## src/glte_pkg.sv

```systemverilog
// ----------------------------------------------------------------------------
// glte_pkg: shared types and constants of the geodetic to ENU converter
// Fixed-point constants (Q60 angles and ratios), the CORDIC arctangent table,
// the queued fix word and the multiplier request and response words.
// ----------------------------------------------------------------------------
package glte_pkg;

  localparam logic signed [63:0] ONE_Q60      = 64'sh1000_0000_0000_0000;
  localparam logic signed [63:0] THREE_Q60    = 64'sh3000_0000_0000_0000;
  localparam logic signed [63:0] PI_Q60       = 64'sh3243_F6A8_885A_308D;
  localparam logic signed [63:0] HALF_PI_Q60  = 64'sh1921_FB54_442D_1846;
  localparam logic signed [63:0] QUART_PI_Q60 = 64'sh0C90_FDAA_2216_8C23;
  localparam logic signed [63:0] GAIN_Q60     = 64'sd700114967507363238;
  localparam logic signed [63:0] ECC2_Q60     = 64'sd7718094650642178;
  localparam logic signed [63:0] ONE_M_ECC2   = ONE_Q60 - ECC2_Q60;
  localparam logic signed [63:0] SEMI_QMM     = 64'sd25512548000;
  localparam logic signed [63:0] SAT_MAX      = 64'sd2147483647;
  localparam logic signed [63:0] SAT_MIN      = -64'sd2147483648;

  // Degree (1e-7) to radian scaling split into quotient and remainder.
  localparam logic [63:0] DEG7_TURN   = 64'd1800000000;
  localparam logic [31:0] DEG7_TURN32 = 32'd1800000000;
  localparam logic [63:0] RAD_Q       = 64'(PI_Q60) / DEG7_TURN;
  localparam logic [63:0] RAD_R       = 64'(PI_Q60) % DEG7_TURN;
  // Reciprocal of the half-turn count, scaled by 2^63.
  localparam logic [63:0] RAD_RECIP   = (64'd1 << 63) / DEG7_TURN;

  localparam int ATAN_DEPTH = 48;
  localparam int ATAN_AW    = $clog2(ATAN_DEPTH);

  typedef logic signed [63:0] atan_tab_t [ATAN_DEPTH];

  function automatic atan_tab_t build_atan();
    atan_tab_t tab;
    logic signed [63:0] sum;
    logic signed [63:0] term;
    int k;
    int sh;
    tab[0] = QUART_PI_Q60;
    for (int i = 1; i < ATAN_DEPTH; i++) begin
      sum = 64'sd0;
      k   = 0;
      sh  = 60 - i;
      while (sh >= 0) begin
        term = $signed((64'd1 << sh) / 64'(2 * k + 1));
        sum  = (k % 2 == 1) ? sum - term : sum + term;
        k    = k + 1;
        sh   = 60 - i * (2 * k + 1);
      end
      tab[i] = sum;
    end
    return tab;
  endfunction

  localparam atan_tab_t ATAN_TAB = build_atan();

  typedef struct packed {
    logic [30:0] latitude;
    logic [31:0] longitude;
    logic [26:0] altitude;
    logic        good;
  } fix_t;

  typedef struct packed {
    logic               go;
    logic signed [63:0] a;
    logic signed [63:0] b;
  } mul_req_t;

  typedef struct packed {
    logic               done;
    logic signed [63:0] q60;
    logic [63:0]        lo;
  } mul_rsp_t;

endpackage

```

## src/glte_queue.sv

```systemverilog
// ----------------------------------------------------------------------------
// glte_queue: short fix queue between the front and the back
// Two entries, so the front keeps taking words while the back is busy.
// ----------------------------------------------------------------------------
module glte_queue (
  input  logic           clk,
  input  logic           rst,
  input  logic           push,
  input  glte_pkg::fix_t wr_data,
  input  logic           pop,
  output logic           full,
  output logic           not_empty,
  output glte_pkg::fix_t head
);

  localparam int DEPTH = 2;
  localparam int AW    = $clog2(DEPTH);

  glte_pkg::fix_t  mem [DEPTH];
  logic [AW-1:0]   wr_ptr;
  logic [AW-1:0]   rd_ptr;
  logic [AW:0]     count;

  always_ff @(posedge clk) begin
    if (rst) begin
      wr_ptr <= '0;
      rd_ptr <= '0;
      count  <= '0;
    end else begin
      if (push) begin
        mem[wr_ptr] <= wr_data;
        wr_ptr      <= wr_ptr + 1'b1;
      end
      if (pop) begin
        rd_ptr <= rd_ptr + 1'b1;
      end
      count <= count + (AW+1)'(push) - (AW+1)'(pop);
    end
  end

  assign full      = (count == (AW+1)'(DEPTH));
  assign not_empty = (count != '0);
  assign head      = mem[rd_ptr];

endmodule

```

## config.mk

```make
export PLATFORM = sky130hd
export DESIGN_NAME = glte_queue
export DESIGN_NICKNAME = d
export VERILOG_FILES = /design/src/glte_pkg.sv /design/src/glte_queue.sv
export SDC_FILE = /design/constraint.sdc
export NUM_CORES = 1
export LEC_CHECK = 0
export BUFFER_PORTS_ARGS = -buffer_cell sky130_fd_sc_hd__buf_2
export CORE_AREA = 2 2 128 130
export CTS_CLUSTER_DIAMETER = 40
export CTS_CLUSTER_SIZE = 16
export DETAILED_ROUTE_END_ITERATION = 12
export DIE_AREA = 0 0 130 132
export PLACE_DENSITY = 0.83
export SLEW_MARGIN = 20
export SYNTH_ARGS = -nofsm -noshare
export SYNTH_HDL_FRONTEND = slang
export SYNTH_SLANG_ARGS = --single-unit
```

## constraint.sdc

```tcl
create_clock -name clk -period 8.17 [get_ports clk]
set_input_delay 0.4085 -clock clk [delete_from_list [all_inputs] [get_ports clk]]
set_output_delay 0.4085 -clock clk [all_outputs]
set_load 0.005 [all_outputs]
```

* Yosys cells after proc, flatten, opt, wreduce, memory -nomap -nowiden
Memory sizes are Yosys's and may differ from the RTL's. A register that Yosys moved wholly into a read port is not among the register bits. Cells that the tools add are included.
Storage, ports and cells: bits in registers 4, memory bits (writable) 182, input port bits 95, output and inout port bits 93, word-level logic and storage cells 15, memories 1
Operators by class: add/subtract/negate cells 4, equality and inequality tests 1, multiplexer cells 5, reductions and logical operators 1
Memories:
- mem | depth 2, width 91, read ports 1, clocked after Yosys merged registers in 1, wr ports 1, line glte_queue.sv:19 | glte_pkg::fix_t mem [DEPTH];
Operators by type and width (count):
- 1-bit 2-to-1 mux | 5
- 1-bit adder, second input constant | 2
- 2-bit by 1-bit adder with 2-bit output | 1
- 2-bit equality test, second input constant | 1
- 2-bit nonzero test | 1
- 2-bit by 1-bit subtractor with 2-bit output | 1

* Longest topological paths before layout
depth in word-level cells 3, mapped depth 6, depth with buffers taken out 6

* Least setup slack after synthesis
OpenSTA, ideal clock, no wires.
path type in2reg, from input port rst, to memory mem[0][0] (netlist bit), enable pin, library setup time 670 ps, arrival time 6984 ps, required time 7500 ps, path slack 516 ps, stages on the path 1, path buffers 0, cell sequence nor3b_1
Between the ends: longest elaborated chain between the ends 2
RTL lines:
- from (decl) | line glte_queue.sv:7 | input logic rst,
- 1-bit 2-to-1 mux | line glte_queue.sv:25 | if (rst) begin
- 1-bit 2-to-1 mux (not written as such) | line glte_queue.sv:31 | mem[wr_ptr] <= wr_data;
- to (decl) | line glte_queue.sv:19
No other way between the ends.

==> results.md <==
* Status: finished clean
* Yosys warnings at 0
* Syn_nets at 401
* Ports at 188
* Critical Path RT at 7.76 ns
* Routability cong. at 0.669
* CTS HTree Levels at 4
* Cell Area, Synth at 7240 um^2
* Fin crit period at 3.08 ns
* CTS tree: built
* Switching part of the total at 19.8%
* Final setup vio count at 0
* Post-route cell area at 8910 um^2
* Die Y at 132 um
* Share of power burned in registers at 52.1%
* Final setup TNS at 0 ns
* Drt initial violations at 149
* Combinational Power Share at 9.4%
* Hold crit path type: in2reg
* Predominant post-synthesis flop cell: edfxtp_1
* Clock sinks at 187
* Clock share of power at 38.6%
* RR Startpoint: wr_ptr$_SDFFE_PP0P_
* First-pass GRT wire length at 19000 um
* Final ANT Viol Nets at 0
* NetSw at 0.000426 W
* Tightest Pin Transition at 0.865 ns
* Inst Count DP at 701
* Final Hold Viols at 0
* Async set-reset flop share out of synthesis at 0%
* Skew-Pair Late Insertion Delay at 0.41 ns
* Standard-cell rows at 46
* Antenna violations before repair at 1
* Commonest cells post-synth: edfxtp_1 (182), mux2_4 (90), buf_12 (9)
* Gr usage total at 14.9%
* RR Endpoint: mem[0][33]$_DFFE_PP_
* Slew headroom at 42.4%
* Fillers at 1222
* Post-synth top area share at 75.5%
* Max VDD drop at 146 uV
* Initial core utilization at 46.1%
* Overflow after GRT at 0
* Max Freq at 0.325 GHz
* Port buffer count at 187
* P_leak at 3.51 nW
* Vias at 3390
* Slack of the worst reg-to-reg path at 6.06 ns
* CTS Hold Bufs at 0
* Initial DRT Pass Iterations at 4
* Post-DP HPWL at 8210 um
* Post-synth cell types at 15
* Total power at 0.00215 W
* Wire length per cell at 16.7 um
* Critical path arrival at 2.67 ns
* Most instantiated library cell after synthesis: edfxtp_1
* Startpoint types: register
* Final non-filler cell total at 733
* Area leader, netlist: edfxtp_1
* P&R area growth vs syn at 23.0%
* CP endpoint: head[73]
* WHS Path Cells at 1
* Post-cts repair resize count at 0
* Final wirelength at 12300 um
* Register-to-Register Path Depth at 3
* RSZ-0062 raised after global routing: false
* Placed Area at 8300 um^2
* Cell-internal power at 0.00173 W
* Clk slew on worst S/H paths at 0.07 ns
* Skew final at 0.00921 ns
* Synthesized instance count at 304
* Crit path max fanout at 46
* Largest net degree at the start of global routing at 92
* Pwr dens at 241 nW/um^2
* Synthesized flop and latch total at 187
* Critical Path End Type: primary output
* CTS max path bufs at 2
* Core Area at 15700 um^2
* DRC violations left at 0
* Root Driver: clkbuf_16
* Die area at 17200 um^2
* Routed vias/inst at 4.62
* Proportion of layout cells with a drive suffix above 1 at 60.7%
* Post-synth EDFFs at 182
* Setup Crit Path Kind: reg2out
* Die width at 130 um
* Final nets at 601
* Final Cycle Share at 37.7%
* Final-report max-slew violation count at 0
* Mean post-synth cell area at 23.8 um^2
* TritonCTS buffer count at 17
* Top cells by area, synth: edfxtp_1 (75%), mux2_4 (19%), buf_12 (2.5%)
* Vias in the first global route at 3683
* # Max-Cap Violations at 0
* Worst hold slack at 0.179 ns
* Register area share after synthesis at 76.8%
* Post-CTS setup buffers at 0
==> how the worst min path moves through the flow <==
stage | endpoint | start
after floorplan | register | rd_ptr$_SDFFE_PP0P_
after global placement | register | rd_ptr$_SDFFE_PP0P_
after detailed placement | rd_ptr$_SDFFE_PP0P_ | rd_ptr$_SDFFE_PP0P_
after CTS | mem[1][8]$_DFFE_PP_ | wr_data[8]
after global routing | mem[0][65]$_DFFE_PP_ | wr_data[65]
final | mem[1][8]$_DFFE_PP_ | wr_data[8]
==> power by group through the flow <==
stage / logic, W / clock network (W) / registers (W)
6_report: 0.000202 / 0.000829 / 0.00112
2_1_floorplan: 0.000145 / 0 / 0.00113
3_5_place_dp: 0.000206 / 0 / 0.00114
4_1_cts: 0.000207 / 0.000852 / 0.00112
3_3_place_gp: 0.000199 / 0 / 0.00114
5_1_grt: 0.000221 / 0.000900 / 0.00112
==> cell usage in the layout, fill, tap and decap left out <==
master	n
dfxtp_1	4
nor3b_2	1
mux2_2	1
or2_2	1
inv_1	2
xnor2_1	2
nor2_1	4
xnor3_1	1
dfxtp_4	1
bufinv_16	4
clkinv_4	2
and3b_4	1
clkinv_1	3
diode_2	1
clkbuf_1	1
buf_4	3
clkbuf_16	17
edfxtp_1	182
buf_2	187
buf_6	1
clkinvlp_4	1
clkinv_2	2
inv_6	1
ha_1	2
mux2_4	90
nor2b_1	2
==> flip-flops by register name, summed over array words and instances, names as in the netlist, named ones only <==
register  cells
count         2
mem         182
rd_ptr        1
wr_ptr        1
==> metrics by stage <==
| stage | worst slack (ns) | utilization (%) |
|---|---|---|
| global route | 4.94 | 56.7 |
| finish | 5.09 | 56.7 |
| detailed placement | 5.47 | 52.8 |
| floorplan | 0.516 | - |
| global placement | 5.52 | 52.8 |
| CTS | 5.01 | 56.7 |
==> area by class of cell <==
class / instances / area (um^2) / area share (%)
flip-flops and latches: 187 / 5570 / 62.5
multi-input cells: 105 / 1490 / 16.7
repair buffers: 191 / 970 / 10.9
clock buffers: 18 / 429 / 4.82
well taps: 216 / 270 / 3.03
clock inverters: 13 / 175 / 1.97
inverters: 2 / 7.51 / 0.0843
diodes: 1 / 2.50 / 0.0281
==> worst max-delay path, stage by stage, from the launching register on <==
cell and delay (ns):
dfxtp_4 0.90, buf_4 0.76, mux2_4 0.36, buf_2 0.13
==> layer usage <==
metal	vias up	part of all wire [%]	wire length, um	GRT usage (%)
met5	-	0	0	0
met3	9	7.3	890	6.13
li1	1596	-	-	-
met2	122	52	6370	25.8
met1	1663	40	4900	16.8
met4	0	0.88	108	4.36
==> cell families (layout without fill, tap and decap cells) <==
logic type | count (synthesis) | count (layout) | synth area share (%)
flip-flops | 187 | 187 | 76.8
multiplexers | 91 | 91 | 18.8
buffers and inverters | 12 | 224 | 2.75
AND/OR/NAND/NOR | 9 | 9 | 0.691
XOR/XNOR | 3 | 3 | 0.553
adder cells (fa/ha/maj) | 2 | 2 | 0.345
other | 0 | 1 | 0
(Power assumes the default switching activity.)
