$ cat src/glte_pkg.sv
// ----------------------------------------------------------------------------
// glte_pkg: shared types and constants of the geodetic to ENU converter
// Fixed-point constants (Q60 angles and ratios), the CORDIC arctangent table,
// the queued fix word and the multiplier request and response words.
// ----------------------------------------------------------------------------
package glte_pkg;

  localparam logic signed [63:0] ONE_Q60      = 64'sh1000_0000_0000_0000;
  localparam logic signed [63:0] THREE_Q60    = 64'sh3000_0000_0000_0000;
  localparam logic signed [63:0] PI_Q60       = 64'sh3243_F6A8_885A_308D;
  localparam logic signed [63:0] HALF_PI_Q60  = 64'sh1921_FB54_442D_1846;
  localparam logic signed [63:0] QUART_PI_Q60 = 64'sh0C90_FDAA_2216_8C23;
  localparam logic signed [63:0] GAIN_Q60     = 64'sd700114967507363238;
  localparam logic signed [63:0] ECC2_Q60     = 64'sd7718094650642178;
  localparam logic signed [63:0] ONE_M_ECC2   = ONE_Q60 - ECC2_Q60;
  localparam logic signed [63:0] SEMI_QMM     = 64'sd25512548000;
  localparam logic signed [63:0] SAT_MAX      = 64'sd2147483647;
  localparam logic signed [63:0] SAT_MIN      = -64'sd2147483648;

  // Degree (1e-7) to radian scaling split into quotient and remainder.
  localparam logic [63:0] DEG7_TURN   = 64'd1800000000;
  localparam logic [31:0] DEG7_TURN32 = 32'd1800000000;
  localparam logic [63:0] RAD_Q       = 64'(PI_Q60) / DEG7_TURN;
  localparam logic [63:0] RAD_R       = 64'(PI_Q60) % DEG7_TURN;
  // Reciprocal of the half-turn count, scaled by 2^63.
  localparam logic [63:0] RAD_RECIP   = (64'd1 << 63) / DEG7_TURN;

  localparam int ATAN_DEPTH = 48;
  localparam int ATAN_AW    = $clog2(ATAN_DEPTH);

  typedef logic signed [63:0] atan_tab_t [ATAN_DEPTH];

  function automatic atan_tab_t build_atan();
    atan_tab_t tab;
    logic signed [63:0] sum;
    logic signed [63:0] term;
    int k;
    int sh;
    tab[0] = QUART_PI_Q60;
    for (int i = 1; i < ATAN_DEPTH; i++) begin
      sum = 64'sd0;
      k   = 0;
      sh  = 60 - i;
      while (sh >= 0) begin
        term = $signed((64'd1 << sh) / 64'(2 * k + 1));
        sum  = (k % 2 == 1) ? sum - term : sum + term;
        k    = k + 1;
        sh   = 60 - i * (2 * k + 1);
      end
      tab[i] = sum;
    end
    return tab;
  endfunction

  localparam atan_tab_t ATAN_TAB = build_atan();

  typedef struct packed {
    logic [30:0] latitude;
    logic [31:0] longitude;
    logic [26:0] altitude;
    logic        good;
  } fix_t;

  typedef struct packed {
    logic               go;
    logic signed [63:0] a;
    logic signed [63:0] b;
  } mul_req_t;

  typedef struct packed {
    logic               done;
    logic signed [63:0] q60;
    logic [63:0]        lo;
  } mul_rsp_t;

endpackage

$ cat src/glte_front.sv
// ----------------------------------------------------------------------------
// glte_front: input side of the converter
// Holds the fix level register and tags each accepted fix as good or not
// before it enters the queue.
// ----------------------------------------------------------------------------
module glte_front (
  input  logic                  clk,
  input  logic                  rst,
  input  logic                  cfg_valid,
  input  logic [2:0]            cfg_data,
  input  logic                  in_take,
  input  logic [30:0]           latitude,
  input  logic [31:0]           longitude,
  input  logic [26:0]           altitude,
  input  logic [2:0]            fix_quality,
  output logic                  push,
  output glte_pkg::fix_t        entry
);

  logic [2:0] min_fix_level;

  always_ff @(posedge clk) begin
    if (rst) begin
      min_fix_level <= 3'd2;
    end else if (cfg_valid) begin
      min_fix_level <= cfg_data;
    end
  end

  assign push            = in_take;
  assign entry.latitude  = latitude;
  assign entry.longitude = longitude;
  assign entry.altitude  = altitude;
  assign entry.good      = (fix_quality >= min_fix_level);

endmodule

$ cat config.mk
export PLATFORM = sky130hd
export DESIGN_NAME = glte_front
export DESIGN_NICKNAME = d
export VERILOG_FILES = /design/src/glte_pkg.sv /design/src/glte_front.sv
export SDC_FILE = /design/constraint.sdc
export NUM_CORES = 1
export LEC_CHECK = 0
export ABC_AREA = 1
export BUFFER_PORTS_ARGS = -buffer_cell sky130_fd_sc_hd__buf_2
export CORE_AREA = 2 2 74 76
export DETAILED_ROUTE_END_ITERATION = 16
export DIE_AREA = 0 0 76 78
export PLACE_DENSITY_LB_ADDON = 0.25
export SETUP_SLACK_MARGIN = 0.02
export SKIP_CTS_REPAIR_TIMING = 1
export SKIP_LAST_GASP = 1
export SLEW_MARGIN = 15
export SYNTH_ARGS = -nofsm -noshare
export SYNTH_HDL_FRONTEND = slang
export SYNTH_SLANG_ARGS = --single-unit
$ cat constraint.sdc
create_clock -name clk -period 1.05 [get_ports clk]
set_input_delay 0.105 -clock clk [delete_from_list [all_inputs] [get_ports clk]]
set_output_delay 0.105 -clock clk [all_outputs]
set_load 0.01 [all_outputs]
* Word-level counts from Yosys, hierarchy flattened
Index checks and enable logic that the tools add are counted.
** Operators by class
- Bitwise logic cells :: 0
- Reduce and logical (&&, ||, !) cells :: 0
- $lt $le $gt $ge :: 1
- Shift-type cells :: 0
- Div/mod/pow operators :: 0
- Equality and inequality tests :: 0
- Multipliers :: 0
- Multiplexer cells :: 0
- $add $sub $neg :: 0
** Operator list (number)
- greater-or-equal comparator 3 bit :: 1
** Word-level totals
- Memory bits (read-only) :: 0
- Bits in writable memories :: 0
- Word-level logic and storage cells :: 2
- Memories :: 0
- Latch bits :: 0
- Output and inout bits :: 92
- Register bits :: 3

* Depth between registers and ports, before layout
Gate-level depths: netlist of the first run.
- Word-level depth :: 1
- Mapped depth :: 6

* Worst setup path after synthesis of the first run
Ideal clock, no wire load.
- Kind :: register to output
- Start point :: reg min_fix_level[2]
- End point :: out entry[0] in the netlist's numbering
- Setup slack :: 0.099 ns
- Stages on the path, launching flop included :: 5
- Buffers on the path :: 0
- Arrival time :: 0.846 ns
- Cell sequence :: dfxtp_1 > inv_1 > ha_1 > a21oi_1 > nand2_1
** RTL lines
- start, declared :: RTL line glte_front.sv:20 : logic [2:0] min_fix_level;
- start signal, assigned :: RTL line glte_front.sv:26 : min_fix_level <= cfg_data;
- end, declared :: RTL line glte_front.sv:17 : output glte_pkg::fix_t entry

==> run_results.csv, run 1 <==
group,metric,value,unit
cells_and_area,num_antenna_cells,0,
global_routing,grt-busiest-layer,"met4",
global_routing,grt_pass1_wl,1.96,mm
global_routing,grt_pass1_vias,338,
setup_path,worstSetupPathType,"reg2out",
yosys,ys_seq_area_frac,0.0685,
route,vias_per_cell,2.74,
cells_and_area,instances_no_fill,114,
timing,holdWs,0.132,ns
route,wire_per_inst,13.1,um
global_routing,use_met2,0.0491,
cells_and_area,nNetsFinal,148,
yosys,yosysTopAreaCell,"buf_4",
place,gp_congestion,0.563,
die,fp.dieW,76,um
die,dieArea,5930,um2
route,routed_wl,1.50,mm
yosys,netlist_instances,122,
timing,hold_violations,0,
cells_and_area,fin_util,0.0831,
timing,finalWorstSetupSlack,-0.186,ns
flow_run,cap_violations,0,
yosys,synthTopCellsByArea,"buf_4 (78%), dfxtp_1 (6.8%), ha_1 (4.3%), nand2_1 (4.3%), inv_1 (3.9%)",
pwr,pwr_density_cell,1340,nW/um2
yosys,syn-cell-area,877,um2
clock_tree,numCtsBuffers,3,
timing,rsz0062_at_grt,"yes",
outcome,violations,"setup timing",
setup_path,required,0.94,ns
die,fp.dieH,78,um
yosys,ys_ff_latch,3,
die,core_area,5040,um2
route,drt_iter0_drc,7,
global_routing,grt_max_degree,7,
yosys,synth_cell_types,8,
route,detail_route.first_pass.iterations,2,
yosys,syn_nets,225,
global_routing,use_met3,0.0512,
die,row_count,26,
setup_path,critPathLaunchType,"flop",
clock_tree,ctsHtreeMaxLevel,1,
hold_path,hold_path.class,"in2reg",
timing,min_period_over_period,1.18,
place,place_area,327,um2
route,drcViolationCount,0,
place,dp_cells,110,
yosys,yosys_warnings,0,
timing,max_freq,809,MHz
global_routing,antenna_found_initial,0,
global_routing,use_met1,0.0292,
cells_and_area,largest_reg_flops,3,
route,num_vias,312,
clock_tree,clk_pin_slew,0.03,ns
global_routing,grt.overflow.total,0,
pwr,leakagePower,0.000190,uW
route,ant_nets,0,
pwr,power.ir.vdd_worst,295,uV
clock_tree,clockBufferDepth,2,
outcome,outcome,"complete, but fails checks",
clock_tree,cts-root-buf,"clkbuf_8",
cells_and_area,largestRegisters,"min_fix_level x3",
clock_tree,cts_tree,"done",
cells_and_area,top_register,"min_fix_level",
place,place_hpwl,1.22,mm
setup_path,crit_path_max_fanout,2,
cells_and_area,area_growth,-52.2,%
die,io_pins,192,
cells_and_area,fin_area,419,um2
timing,finalSetupViolCount,1,
setup_path,critPathArrivalTime,1.13,ns
timing,clock_skew,0,ns
yosys,synth_top_area_share,0.779,
timing,fin_crit,1.24,ns
cells_and_area,drive_gt1_frac,0.523,
die,start_util,0.174,
timing,relSlewSlack,0.917,
setup_path,cp-end-kind,"output port",
clock_tree,insertion_delay,0.22,ns
timing,worst_pin_slew,0.125,ns
clock_tree,cts_sinks,3,
global_routing,track_usage,0.0493,
yosys,synth.avg_cell_area,7.19,um2
place,place_ws,-0.0350,ns
cells_and_area,final_cell_mix,"nand2_1 (9), buf_2 (9), inv_1 (6)",
place,port_buffers,9,
timing,maxSlewViolCount,0,
## routing by layer
metal	routed length, um	up-vias
li1	-	114
met1	402	123
met2	529	41
met3	322	34
met4	245	0
met5	0	-
## final timing paths
check	from	to	slack, ns	cells past startpoint
min reg2reg	min_fix_level[1]	min_fix_level[1]	0.46	2
max reg2reg	min_fix_level[0]	min_fix_level[0]	0.48	2
max	min_fix_level[2]	entry[0]	-0.19	7
min	rst	min_fix_level[1]	0.13	3
## kinds of logic after synthesis
kind of cell | count (synthesis) | share of synthesized area
AO/OA/AOI/OAI | 1 | 0.00570
flip-flops | 3 | 0.0685
adder cells (fa/ha/maj) | 3 | 0.0428
buffers and inverters | 100 | 0.817
AND/OR/NAND/NOR | 15 | 0.0656
## metrics by stage
| step | setup TNS (ns) | power, uW |
|---|---|---|
| detailed placement | -0.0350 | 201 |
| global placement | -0.00687 | 199 |
| global route | -0.240 | 599 |
| floorplan | 0 | 524 |
| finish | -0.186 | 561 |
| CTS | -0.276 | 550 |
## area by class of cell
cell class	instances	area [um2]
inverters	9	33.8
well taps	70	87.6
multi-input cells	19	144
fillers	590	4620
repair buffers	9	45.0
flip-flops and latches	3	63.8
clock buffers	4	45.0
## critical path, stage by stage, from the launching register on
cell and delay (ns):
dfxtp_2 0.32, inv_2 0.05, ha_4 0.26, nand2_2 0.05
inv_2 0.03, nand2_1 0.04, nand2_1 0.04, buf_2 0.12
## Yosys cell counts
| library cell | n |
|---|---|
| buf_4 | 91 |
| ha_1 | 3 |
| inv_1 | 9 |
| nand2_1 | 10 |
| dfxtp_1 | 3 |
| a21oi_1 | 1 |
| nand3_1 | 1 |
| nor2_1 | 4 |
## where the power goes
group          internal, uW  switching [uW]  leakage (uW)
Clock                   259            76.6     0.0000228
Sequential              125            6.38     0.0000253
Combinational          45.9            48.8      0.000142
No activity file was read; power rests on OpenSTA's default activity.
==> run 2: changes to the inputs <==
--- a/config.mk
+++ b/config.mk
@@ -10,7 +10,6 @@
 export CORE_AREA = 2 2 74 76
 export DETAILED_ROUTE_END_ITERATION = 16
 export DIE_AREA = 0 0 76 78
-export PLACE_DENSITY_LB_ADDON = 0.25
 export SETUP_SLACK_MARGIN = 0.02
 export SKIP_CTS_REPAIR_TIMING = 1
 export SKIP_LAST_GASP = 1
==> run_results.csv, run 2 (synthesized netlist as in run 1, its figures left out) <==
group,metric,value,unit
cells_and_area,largest_reg_flops,3,
clock_tree,insertion_delay,0.21,ns
route,num_vias,329,
clock_tree,ctsHtreeMaxLevel,1,
pwr,power.ir.vdd_worst,259,uV
global_routing,antenna_found_initial,0,
route,routed_wl,1.61,mm
setup_path,cp-end-kind,"output port",
clock_tree,cts_tree,"done",
setup_path,crit_path_max_fanout,2,
hold_path,hold_path.class,"in2reg",
cells_and_area,fillerInstances,592,
place,port_buffers,9,
cells_and_area,final_cell_mix,"buf_2 (9), nand2_1 (8), inv_1 (7)",
flow_run,cap_violations,0,
setup_path,r2r_cells,2,
route,detail_route.first_pass.iterations,2,
global_routing,grt_pass1_wl,2.12,mm
setup_path,critPathArrivalTime,1.12,ns
route,vias_per_cell,2.89,
timing,hold_violations,0,
die,start_util,0.174,
timing,fin_crit,1.23,ns
cells_and_area,fin_area,408,um2
cells_and_area,final_common_cell,"buf_2",
outcome,outcome,"complete, but fails checks",
timing,finalSetupTns,-0.179,ns
setup_path,critPathLaunchType,"flop",
cells_and_area,multi_input_area,134,um2
clock_tree,cts_sinks,3,
hold_path,hold_depth,3,
place,gp_congestion,0.572,
setup_path,max_stage_delay,0.32,ns
die,fp.dieW,76,um
route,drcViolationCount,0,
global_routing,grt.overflow.total,0,
timing,clock_skew,0,ns
timing,rsz0062_at_grt,"yes",
die,dieArea,5930,um2
clock_tree,numCtsBuffers,3,
route,drt_iter0_drc,10,
route,wire_per_inst,14.2,um
setup_path,worstSetupPathType,"reg2out",
place,place_area,327,um2
setup_path,path_cells,"inv_2, ha_4, nand2_2, inv_2, nand2_2, nand2_1, buf_2",
cells_and_area,regArea,62.6,um2
timing,maxSlewViolCount,0,
setup_path,crit_path_top_delay_cell,"dfxtp_2",
clock_tree,cts-root-buf,"clkbuf_8",
timing,worst_pin_slew,0.121,ns
timing,relSlewSlack,0.919,
route,ant_nets,0,
cells_and_area,num_antenna_cells,0,
cells_and_area,top_register,"min_fix_level",
clock_tree,clockBufferDepth,2,
global_routing,track_usage,0.0542,
timing,finalWorstSetupSlack,-0.179,ns
setup_path,required,0.94,ns
global_routing,grt_pass1_vias,351,
cells_and_area,drive_gt1_frac,0.477,
pwr,pwr_density_cell,1350,nW/um2
clock_tree,clk_pin_slew,0.03,ns
global_routing,grt_max_degree,7,
cells_and_area,largestRegisters,"min_fix_level x3",
pwr,p_total,551,uW
die,core_area,5040,um2
outcome,violations,"setup timing",
cells_and_area,area_growth,-53.5,%
timing,min_period_over_period,1.17,
die,io_pins,192,
timing,finalSetupViolCount,1,
cells_and_area,nNetsFinal,148,
timing,max_freq,814,MHz
die,row_count,26,
place,place_hpwl,1.38,mm
die,fp.dieH,78,um
pwr,leakagePower,0.000192,uW
run 2: worst paths after layout:
path / to / slack (ns) / startpoint
worst max-delay path: entry[0] / -0.18 / min_fix_level[2]
worst min-delay path: min_fix_level[1] / 0.13 / rst
worst max register to register: min_fix_level[2] / 0.49 / min_fix_level[2]
worst min register to register: min_fix_level[1] / 0.45 / min_fix_level[1]
run 2: area by class of cell:
type	instances	area share
Multi-Input combinational cell	19	0.328
Timing Repair Buffer	9	0.110
Inverter	9	0.0828
Clock buffer	4	0.110
Sequential cell	3	0.153
Tap cell	70	0.215
run 2: routing by layer:
metal / vias up / global-route usage / wire length, um
met3: 36 / 0.0628 / 360
met5: - / 0 / 0
met1: 128 / 0.0292 / 378
li1: 114 / - / -
met4: 0 / 0.102 / 289
met2: 51 / 0.0616 / 587
run 2: critical path: cells and delay by family, from the launching register on:
family,cells,cell delay (ns)
adders and majority gates,1,0.26
buffers and inverters,3,0.20
DFF,1,0.32
and+or+nand+nor,3,0.12
run 2: report_power, final:
| part | switching, uW | internal, uW |
|---|---|---|
| clock | 71.9 | 259 |
| combinational | 47.6 | 44.6 |
| sequential | 4.24 | 124 |
| total | 124 | 427 |
run 2: through the flow:
stage / utilization / cells / worst slack (ns) / hold WS, ns
after floorplan: - / 122 / 0.0993 / 0.227
after global placement: 0.0648 / 110 / -0.00679 / 0.210
after detailed placement: 0.0648 / 110 / -0.0342 / 0.210
after CTS: 0.0737 / 114 / -0.269 / 0.121
after global routing: 0.0809 / 114 / -0.254 / 0.165
final: 0.0809 / 114 / -0.179 / 0.128
