--- src/glte_pkg.sv ---
// ----------------------------------------------------------------------------
// glte_pkg: shared types and constants of the geodetic to ENU converter
// Fixed-point constants (Q60 angles and ratios), the CORDIC arctangent table,
// the queued fix word and the multiplier request and response words.
// ----------------------------------------------------------------------------
package glte_pkg;

  localparam logic signed [63:0] ONE_Q60      = 64'sh1000_0000_0000_0000;
  localparam logic signed [63:0] THREE_Q60    = 64'sh3000_0000_0000_0000;
  localparam logic signed [63:0] PI_Q60       = 64'sh3243_F6A8_885A_308D;
  localparam logic signed [63:0] HALF_PI_Q60  = 64'sh1921_FB54_442D_1846;
  localparam logic signed [63:0] QUART_PI_Q60 = 64'sh0C90_FDAA_2216_8C23;
  localparam logic signed [63:0] GAIN_Q60     = 64'sd700114967507363238;
  localparam logic signed [63:0] ECC2_Q60     = 64'sd7718094650642178;
  localparam logic signed [63:0] ONE_M_ECC2   = ONE_Q60 - ECC2_Q60;
  localparam logic signed [63:0] SEMI_QMM     = 64'sd25512548000;
  localparam logic signed [63:0] SAT_MAX      = 64'sd2147483647;
  localparam logic signed [63:0] SAT_MIN      = -64'sd2147483648;

  // Degree (1e-7) to radian scaling split into quotient and remainder.
  localparam logic [63:0] DEG7_TURN   = 64'd1800000000;
  localparam logic [31:0] DEG7_TURN32 = 32'd1800000000;
  localparam logic [63:0] RAD_Q       = 64'(PI_Q60) / DEG7_TURN;
  localparam logic [63:0] RAD_R       = 64'(PI_Q60) % DEG7_TURN;
  // Reciprocal of the half-turn count, scaled by 2^63.
  localparam logic [63:0] RAD_RECIP   = (64'd1 << 63) / DEG7_TURN;

  localparam int ATAN_DEPTH = 48;
  localparam int ATAN_AW    = $clog2(ATAN_DEPTH);

  typedef logic signed [63:0] atan_tab_t [ATAN_DEPTH];

  function automatic atan_tab_t build_atan();
    atan_tab_t tab;
    logic signed [63:0] sum;
    logic signed [63:0] term;
    int k;
    int sh;
    tab[0] = QUART_PI_Q60;
    for (int i = 1; i < ATAN_DEPTH; i++) begin
      sum = 64'sd0;
      k   = 0;
      sh  = 60 - i;
      while (sh >= 0) begin
        term = $signed((64'd1 << sh) / 64'(2 * k + 1));
        sum  = (k % 2 == 1) ? sum - term : sum + term;
        k    = k + 1;
        sh   = 60 - i * (2 * k + 1);
      end
      tab[i] = sum;
    end
    return tab;
  endfunction

  localparam atan_tab_t ATAN_TAB = build_atan();

  typedef struct packed {
    logic [30:0] latitude;
    logic [31:0] longitude;
    logic [26:0] altitude;
    logic        good;
  } fix_t;

  typedef struct packed {
    logic               go;
    logic signed [63:0] a;
    logic signed [63:0] b;
  } mul_req_t;

  typedef struct packed {
    logic               done;
    logic signed [63:0] q60;
    logic [63:0]        lo;
  } mul_rsp_t;

endpackage

--- src/glte_mul.sv ---
// ----------------------------------------------------------------------------
// glte_mul: shared 64 x 64 multiplier
// Four 32 x 32 partial products accumulated in turn, then a Q60 scaling with
// magnitude saturation. The low product word serves the unsigned scaling.
// ----------------------------------------------------------------------------
module glte_mul (
  input  logic               clk,
  input  logic               rst,
  input  glte_pkg::mul_req_t req,
  output glte_pkg::mul_rsp_t rsp
);

  logic [63:0]  ua;
  logic [63:0]  ub;
  logic         neg;
  logic [127:0] acc;
  logic [1:0]   cnt;
  logic         busy;
  logic         fin;

  logic [31:0]  a_part;
  logic [31:0]  b_part;
  logic [63:0]  pp;
  logic [1:0]   pos;
  logic [127:0] addend;
  logic         sat;
  logic [63:0]  mag;

  always_comb begin
    a_part = cnt[1] ? ua[63:32] : ua[31:0];
    b_part = cnt[0] ? ub[63:32] : ub[31:0];
    pp     = a_part * b_part;
    pos    = {1'b0, cnt[1]} + {1'b0, cnt[0]};
    addend = {64'd0, pp} << {pos, 5'd0};
    sat    = |acc[127:123];
    mag    = sat ? 64'h7FFF_FFFF_FFFF_FFFF : {1'b0, acc[122:60]};
  end

  always_ff @(posedge clk) begin
    if (rst) begin
      busy     <= 1'b0;
      fin      <= 1'b0;
      rsp.done <= 1'b0;
    end else begin
      rsp.done <= !req.go && !busy && fin;
      if (req.go) begin
        ua   <= req.a[63] ? 64'(-req.a) : 64'(req.a);
        ub   <= req.b[63] ? 64'(-req.b) : 64'(req.b);
        neg  <= req.a[63] ^ req.b[63];
        acc  <= '0;
        cnt  <= '0;
        busy <= 1'b1;
      end else if (busy) begin
        acc <= acc + addend;
        cnt <= cnt + 1'b1;
        if (cnt == 2'd3) begin
          busy <= 1'b0;
          fin  <= 1'b1;
        end
      end else if (fin) begin
        fin      <= 1'b0;
        rsp.q60  <= neg ? -$signed(mag) : $signed(mag);
        rsp.lo   <= acc[63:0];
      end
    end
  end

endmodule

--- config.mk ---
export PLATFORM = sky130hd
export DESIGN_NAME = glte_mul
export DESIGN_NICKNAME = d
export VERILOG_FILES = /design/src/glte_pkg.sv /design/src/glte_mul.sv
export SDC_FILE = /design/constraint.sdc
export NUM_CORES = 2
export LEC_CHECK = 0
export BUFFER_PORTS_ARGS = -buffer_cell sky130_fd_sc_hd__buf_2
export CAP_MARGIN = 20
export CORE_ASPECT_RATIO = 0.75
export CORE_MARGIN = 3
export CORE_UTILIZATION = 40
export DETAILED_ROUTE_END_ITERATION = 6
export GPL_ROUTABILITY_DRIVEN = 0
export PLACE_DENSITY = 0.67
export SKIP_CTS_REPAIR_TIMING = 1
export SYNTH_ARGS = -nofsm -noshare
export SYNTH_HDL_FRONTEND = slang
export SYNTH_SLANG_ARGS = --single-unit
--- constraint.sdc ---
create_clock -name clk -period 40.4 [get_ports clk]
set_input_delay 2.02 -clock clk [delete_from_list [all_inputs] [get_ports clk]]
set_output_delay 2.02 -clock clk [all_outputs]
set_load 0.01 [all_outputs]
# ---- After elaboration in Yosys (flattened, before gate mapping)
# Cells that the tools add are included.
dict set report word_totals {
  register_bits 390
  output_inout_bits 129
}
dict set report op_classes {
  n_addsub 6
  mul 1
  n_eq_ne 2
  shift 1
  muxes 13
  bitwise_logic 4
  n_reduce_logical 10
}
# cell n
set op_table {}
lappend op_table {{$mux W63} 3}
lappend op_table {{$add A128 B128 Y128} 1}
lappend op_table {{$mux W128} 1}
lappend op_table {{$neg A64 Y64} 2}
lappend op_table {{$shl A64 B7 Y128} 1}
lappend op_table {{$mul A32 B32 Y64} 1}
lappend op_table {{$mux W32} 2}
lappend op_table {{$mux W64} 1}
lappend op_table {{$neg A63 Y64} 1}
lappend op_table {{$reduce_and A2 Y1} 3}
lappend op_table {{$mux W1} 5}
lappend op_table {{$reduce_or A5 Y1} 1}
lappend op_table {{$reduce_and A4 Y1} 1}
lappend op_table {{$not A1 Y1} 3}
lappend op_table {{$add A1 B1 Y2} 1}
lappend op_table {{$add A2 B1 Y2 const B} 1}
lappend op_table {{$eq A2 B2 Y1 const B} 1}
lappend op_table {{$logic_and A1 B1 Y1} 2}
lappend op_table {{$logic_not A1 Y1} 2}
lappend op_table {{$mux W2} 1}
lappend op_table {{$ne A2 B1 Y1 const B} 1}
lappend op_table {{$reduce_bool A2 Y1} 1}
lappend op_table {{$xor A1 B1 Y1} 1}

# ---- Logic depth before layout (Yosys ltp)
dict set report depth {
  depth_word 5
  depth_mapped 43
  depth_no_buf 38
}

# ---- Least setup slack after synthesis
# Ideal clock, no wire load.
dict set report synth_timing {
  path_type {input-to-reg}
  start {in req[128] (netlist bit)}
  end {reg rsp[0] (netlist bit), enable pin}
  setup_ns 0.980
  arrival_ns 15.470
  path_slack_ns 23.950
  stages 3
  path_buffers 2
  path_cell_list {clkbuf_1 > clkbuf_1 > nor4b_1}
}
dict set report synth_between {
  elab_chain_len 2
}
# element line_no
set synth_rtl {}
lappend synth_rtl {{from (decl)} glte_mul.sv:9} ;# input glte_pkg::mul_req_t req,
lappend synth_rtl {{$not A1 Y1 (no source line)} --}
lappend synth_rtl {{$reduce_and A4 Y1 (no source line)} --}
lappend synth_rtl {{to (decl)} glte_mul.sv:10} ;# output glte_pkg::mul_rsp_t rsp
# Every way passes these cells.
# A chain may end at the register's enable or synchronous reset.

# ---- Worst setup path in the final report
dict set report layout_timing {
  start {reg cnt[0]}
  end {reg acc[107] (data pin)}
}
dict set report layout_between {
  elab_chain_len 5
  word_cells_on_any_way 6
  cone_classes {add/sub: 2; mul: 1; shift: 1; mux: 2}
}
# element line_no
set layout_rtl {}
lappend layout_rtl {{from (decl)} glte_mul.sv:17} ;# logic [1:0] cnt;
lappend layout_rtl {{from (signal assigned)} glte_mul.sv:55} ;# cnt <= cnt + 1'b1;
lappend layout_rtl {{$mux W32} glte_mul.sv:31} ;# b_part = cnt[0] ? ub[63:32] : ub[31:0];
lappend layout_rtl {{$mul A32 B32 Y64} glte_mul.sv:32} ;# pp = a_part * b_part;
lappend layout_rtl {{$shl A64 B7 Y128 *} glte_mul.sv:34} ;# addend = {64'd0, pp} << {pos, 5'd0};
lappend layout_rtl {{$add A128 B128 Y128 *} glte_mul.sv:54} ;# acc <= acc + addend;
lappend layout_rtl {{$mux W128 *} glte_mul.sv:53} ;# end else if (busy) begin
lappend layout_rtl {{to (signal assigned)} glte_mul.sv:54}
lappend layout_rtl {{to (decl)} glte_mul.sv:16} ;# logic [127:0] acc;
# Every way passes the cells marked *; elsewhere a longest branch is shown, timed or not. The select of a mux whose other input is x is not followed.

==> summary by stage <==
Run status
The run finished, with violations left. The final reports fail on DRC.

Floorplan
For this configuration, the core starts out at a cell density of 0.4044. The area of the core region is about 0.15 sq mm. The area enclosed by the die boundary is about 0.15 sq mm. From left edge to right edge, the die measures around 450 microns. The count of pins on the block boundary is 260.

The floorplan die height is 341.3 microns. The number of standard-cell rows in the floorplan is 122.

Clocking
The clock drives between 300 and 400 sinks. The clock latency of the later-clocked register in the worst-skew pair is 0.66 ns. TritonCTS built the clock tree. The H-tree depth is 2.

The number of clock buffers added by TritonCTS is 46. The buffer depth of the longest clock path is 3. The buffer cell driving the clock tree root is sky130_fd_sc_hd__clkbuf_16.

Clock-pin slew was measured on the worst setup and hold paths at ~0.06 ns.

Worst setup path
The worst register-to-register path begins at cnt[0]. The startpoint of the worst setup timing path is cnt[0]. The critical path arrival is ~14 ns. The cell family with the largest share of critical-path delay is adder cells. The worst register-to-register path has a setup slack of 26.41 ns. STA classifies the critical path endpoint as a flip-flop. Along the worst path, the maximum fanout reaches 53. The critical path class is flip-flop to flip-flop. The end of the worst register-to-register path is acc[107].

The sum of buffers and inverters on the critical path is 5. The data required time of the critical path is roughly 41 ns. The slowest cell on the critical path is sky130_fd_sc_hd__a2111oi_0. In this run the number of cells on the critical path is 35. The delay of the slowest critical-path stage is around 1.1 ns.

The number of cells on the worst reg-to-reg path is 35. Following the worst setup path forward leads to its endpoint at acc[107]. The critical path startpoint category is a flip-flop. The cell that appears most often on the critical path is sky130_fd_sc_hd__fa_1.

Timing
The number of pins with negative max-slew slack in the final report is 0. Between clock sinks in the finished design, the worst skew comes to around 0.041 ns. At the pin with the least slew margin, the transition time is 1.220 ns. Setup repair after global routing left no endpoint under its margin. Counting I/O delays and the setup requirement, the final critical path takes 13.99 ns. Derived from the worst setup path, the maximum achievable clock frequency is between 70 and 80 MHz. For the final routed database, the setup TNS stands at 0 ns. Setup violations remaining at the end of the flow were counted as 0.

Headroom to the max-slew limit came out at 0.1784. The fraction of the cycle the final worst path needs is 0.3464. The count of final hold-check violations came to 0.

Synthesis
Synthesis produced about 6,700 cells. The number of distinct library cell variants in the gate-level netlist after synthesis is roughly 80. The share of flip-flops with an asynchronous set or reset after synthesis is 0. The register bit count reported by yosys is just under 400. The total nets after synthesis is 8,079. Counting flops with a built-in enable in the synthesized netlist gives 387. The sequential share of the synthesized area is 0.1949. Dividing the synthesized area by the synthesized cell count gives about 9 sq um. The most used flip-flop cell after synthesis is sky130_fd_sc_hd__edfxtp_1. The post-synthesis instance area is 0.05995 sq mm. The yosys synthesis warning count is 0.

Route
Using the TritonRoute via totals, the vias-per-cell ratio works out to approximately 5.9. The violation count after the first detailed-routing iteration is 6,421. For this run, the detailed router's first-pass iteration total came to 7.

Detailed routing inserted a total of about 52,000 vias. The remaining design rule violation count is 3. The number of nets still failing antenna checks after routing is 0.

The final layout contains routed wiring with a total length of 210,900 microns. After detailed routing, the average wire length per cell comes to 24.08 microns.

Place
After legalization and detailed placement, the total HPWL measured 166,500 microns. In this run the tool buffered the top-level ports with 259 buffer cells.

Global routing
Summed over all layers, the global routing overflow is 0. The pin count of the biggest net entering global routing is 92. The global router's overall resource usage is 0.2678.

The first global-routing pass estimated 314,600 microns of wire. The via count of the first global-routing pass is approximately 51,000. The number of antenna violations at the first check in global routing is 12.

Layout
The library cell used most frequently in the layout, excluding fill and tap cells, is sky130_fd_sc_hd__nor2_1. The final layout contains approximately 8,200 nets. Leaving out fill and tap cells, the most frequent cells in the layout are sky130_fd_sc_hd__nor2_1, sky130_fd_sc_hd__inv_1, sky130_fd_sc_hd__fa_1.

Relative to the synthesized area, the layout overhead comes to 8.489%. Of the cells placed in the final design, the portion with a size suffix greater than 1 is 0.08773. The number of filler instances in the final layout is roughly 14,000.

Flow run
The tool flagged a number of max-cap violations equal to 0.

Min path
The startpoint of the most critical hold path is acc[0]. The path category of the worst min-delay check is flip-flop to flip-flop.
-- per-layer routing --
metal  wire, microns  track usage  share of wire  vias up
met5             310     0.001875         0.0015        -
met3           31250      0.09993           0.15      548
met2           86590       0.3793           0.41     3375
li1                -            -              -    22149
met1           82780       0.3673           0.39    25569
met4            9947       0.1085          0.047       24
-- kinds of logic (layout without fill, tap and decap cells) --
| kind of cell | Yosys count | count (layout) | share of synthesized area |
|---|---|---|---|
| buffers and inverters | 1240 | 1354 | 0.07796 |
| multiplexers | 151 | 151 | 0.02678 |
| AND/OR/NAND/NOR | 2253 | 2253 | 0.1644 |
| AO/OA/AOI/OAI | 1038 | 1038 | 0.1113 |
| other | 0 | 2 | 0 |
| XOR/XNOR | 294 | 294 | 0.04295 |
| flip-flops | 390 | 390 | 0.1949 |
| adder cells (fa/ha/maj) | 1291 | 1291 | 0.3818 |
-- worst min path at each step --
| stage | end | slack [ns] | cells after the start |
|---|---|---|---|
| after floorplan | rsp[128] | 0.42 | 1 |
| after global placement | rsp[0] | 0.46 | 0 |
| after detailed placement | rsp[2] | 0.46 | 0 |
| after CTS | rsp[0] | 0.45 | 0 |
| after global routing | rsp[0] | 0.47 | 0 |
| final | rsp[0] | 0.45 | 0 |
-- worst register-to-register path, delay by kind of cell (launching register included) --
family,cells,cell delay [ns]
flops,1,0.61
buf+inv,5,1.22
compound gates,11,4.08
xor+xnor,1,0.63
fa+ha+maj,10,4.92
simple gates,7,1.40
mux,1,0.90
-- synth_stat cells, drive strengths merged (38+ instances only) --
master / count / area [sq um]
a21o: 96 / 720.7
edfxtp: 387 / 11620
nand2: 707 / 2661
xor2: 78 / 683.2
a21oi: 278 / 1391
o31ai: 54 / 432.9
clkbuf: 301 / 1130
nand4: 96 / 600.6
nor3: 118 / 595.6
ha: 394 / 4930
mux2i: 76 / 760.7
nand3: 63 / 315.3
or3: 57 / 356.6
o21bai: 55 / 412.9
mux2: 75 / 844.6
fa: 897 / 17960
xnor2: 216 / 1892
o22ai: 46 / 287.8
inv: 911 / 3420
o21ai: 231 / 1156
o21a: 38 / 285.3
nor2: 963 / 3622
-- layout make-up --
| class | instances | area [sq um] | share of cell area |
|---|---|---|---|
| inverters | 913 | 3430 | 0.05273 |
| clock inverters | 30 | 349.1 | 0.005368 |
| clock buffers | 54 | 1202 | 0.01849 |
| flip-flops and latches | 390 | 11680 | 0.1796 |
| diodes | 2 | 5.005 | 0.00007696 |
| repair buffers | 357 | 2059 | 0.03167 |
| multi-input cells | 5027 | 43830 | 0.6739 |
| well taps | 1984 | 2482 | 0.03817 |
-- metrics by stage --
step | hold slack (ns) | utilization | std cells | worst slack [ns] | cell area, sq um
floorplan | 0.4203 | - | 6657 | 23.95 | 59950
global placement | 0.4555 | 0.4278 | 8665 | 26.59 | 63410
detailed placement | 0.4564 | 0.4279 | 8667 | 27.00 | 63420
CTS | 0.4458 | 0.4383 | 8751 | 26.94 | 64970
global route | 0.4672 | 0.4387 | 8755 | 26.14 | 65030
finish | 0.4481 | 0.4388 | 8757 | 26.41 | 65030
-- flip-flops by register name (all words and copies together), names as in the netlist --
name and flops:
rsp 129, cnt 2, acc 128, ua 64, busy 1, fin 1, ub 64, neg 1
Power is left out: the tool's default activity adds up to more than one toggle a clock period on the data nets, which glitch-free logic cannot reach.
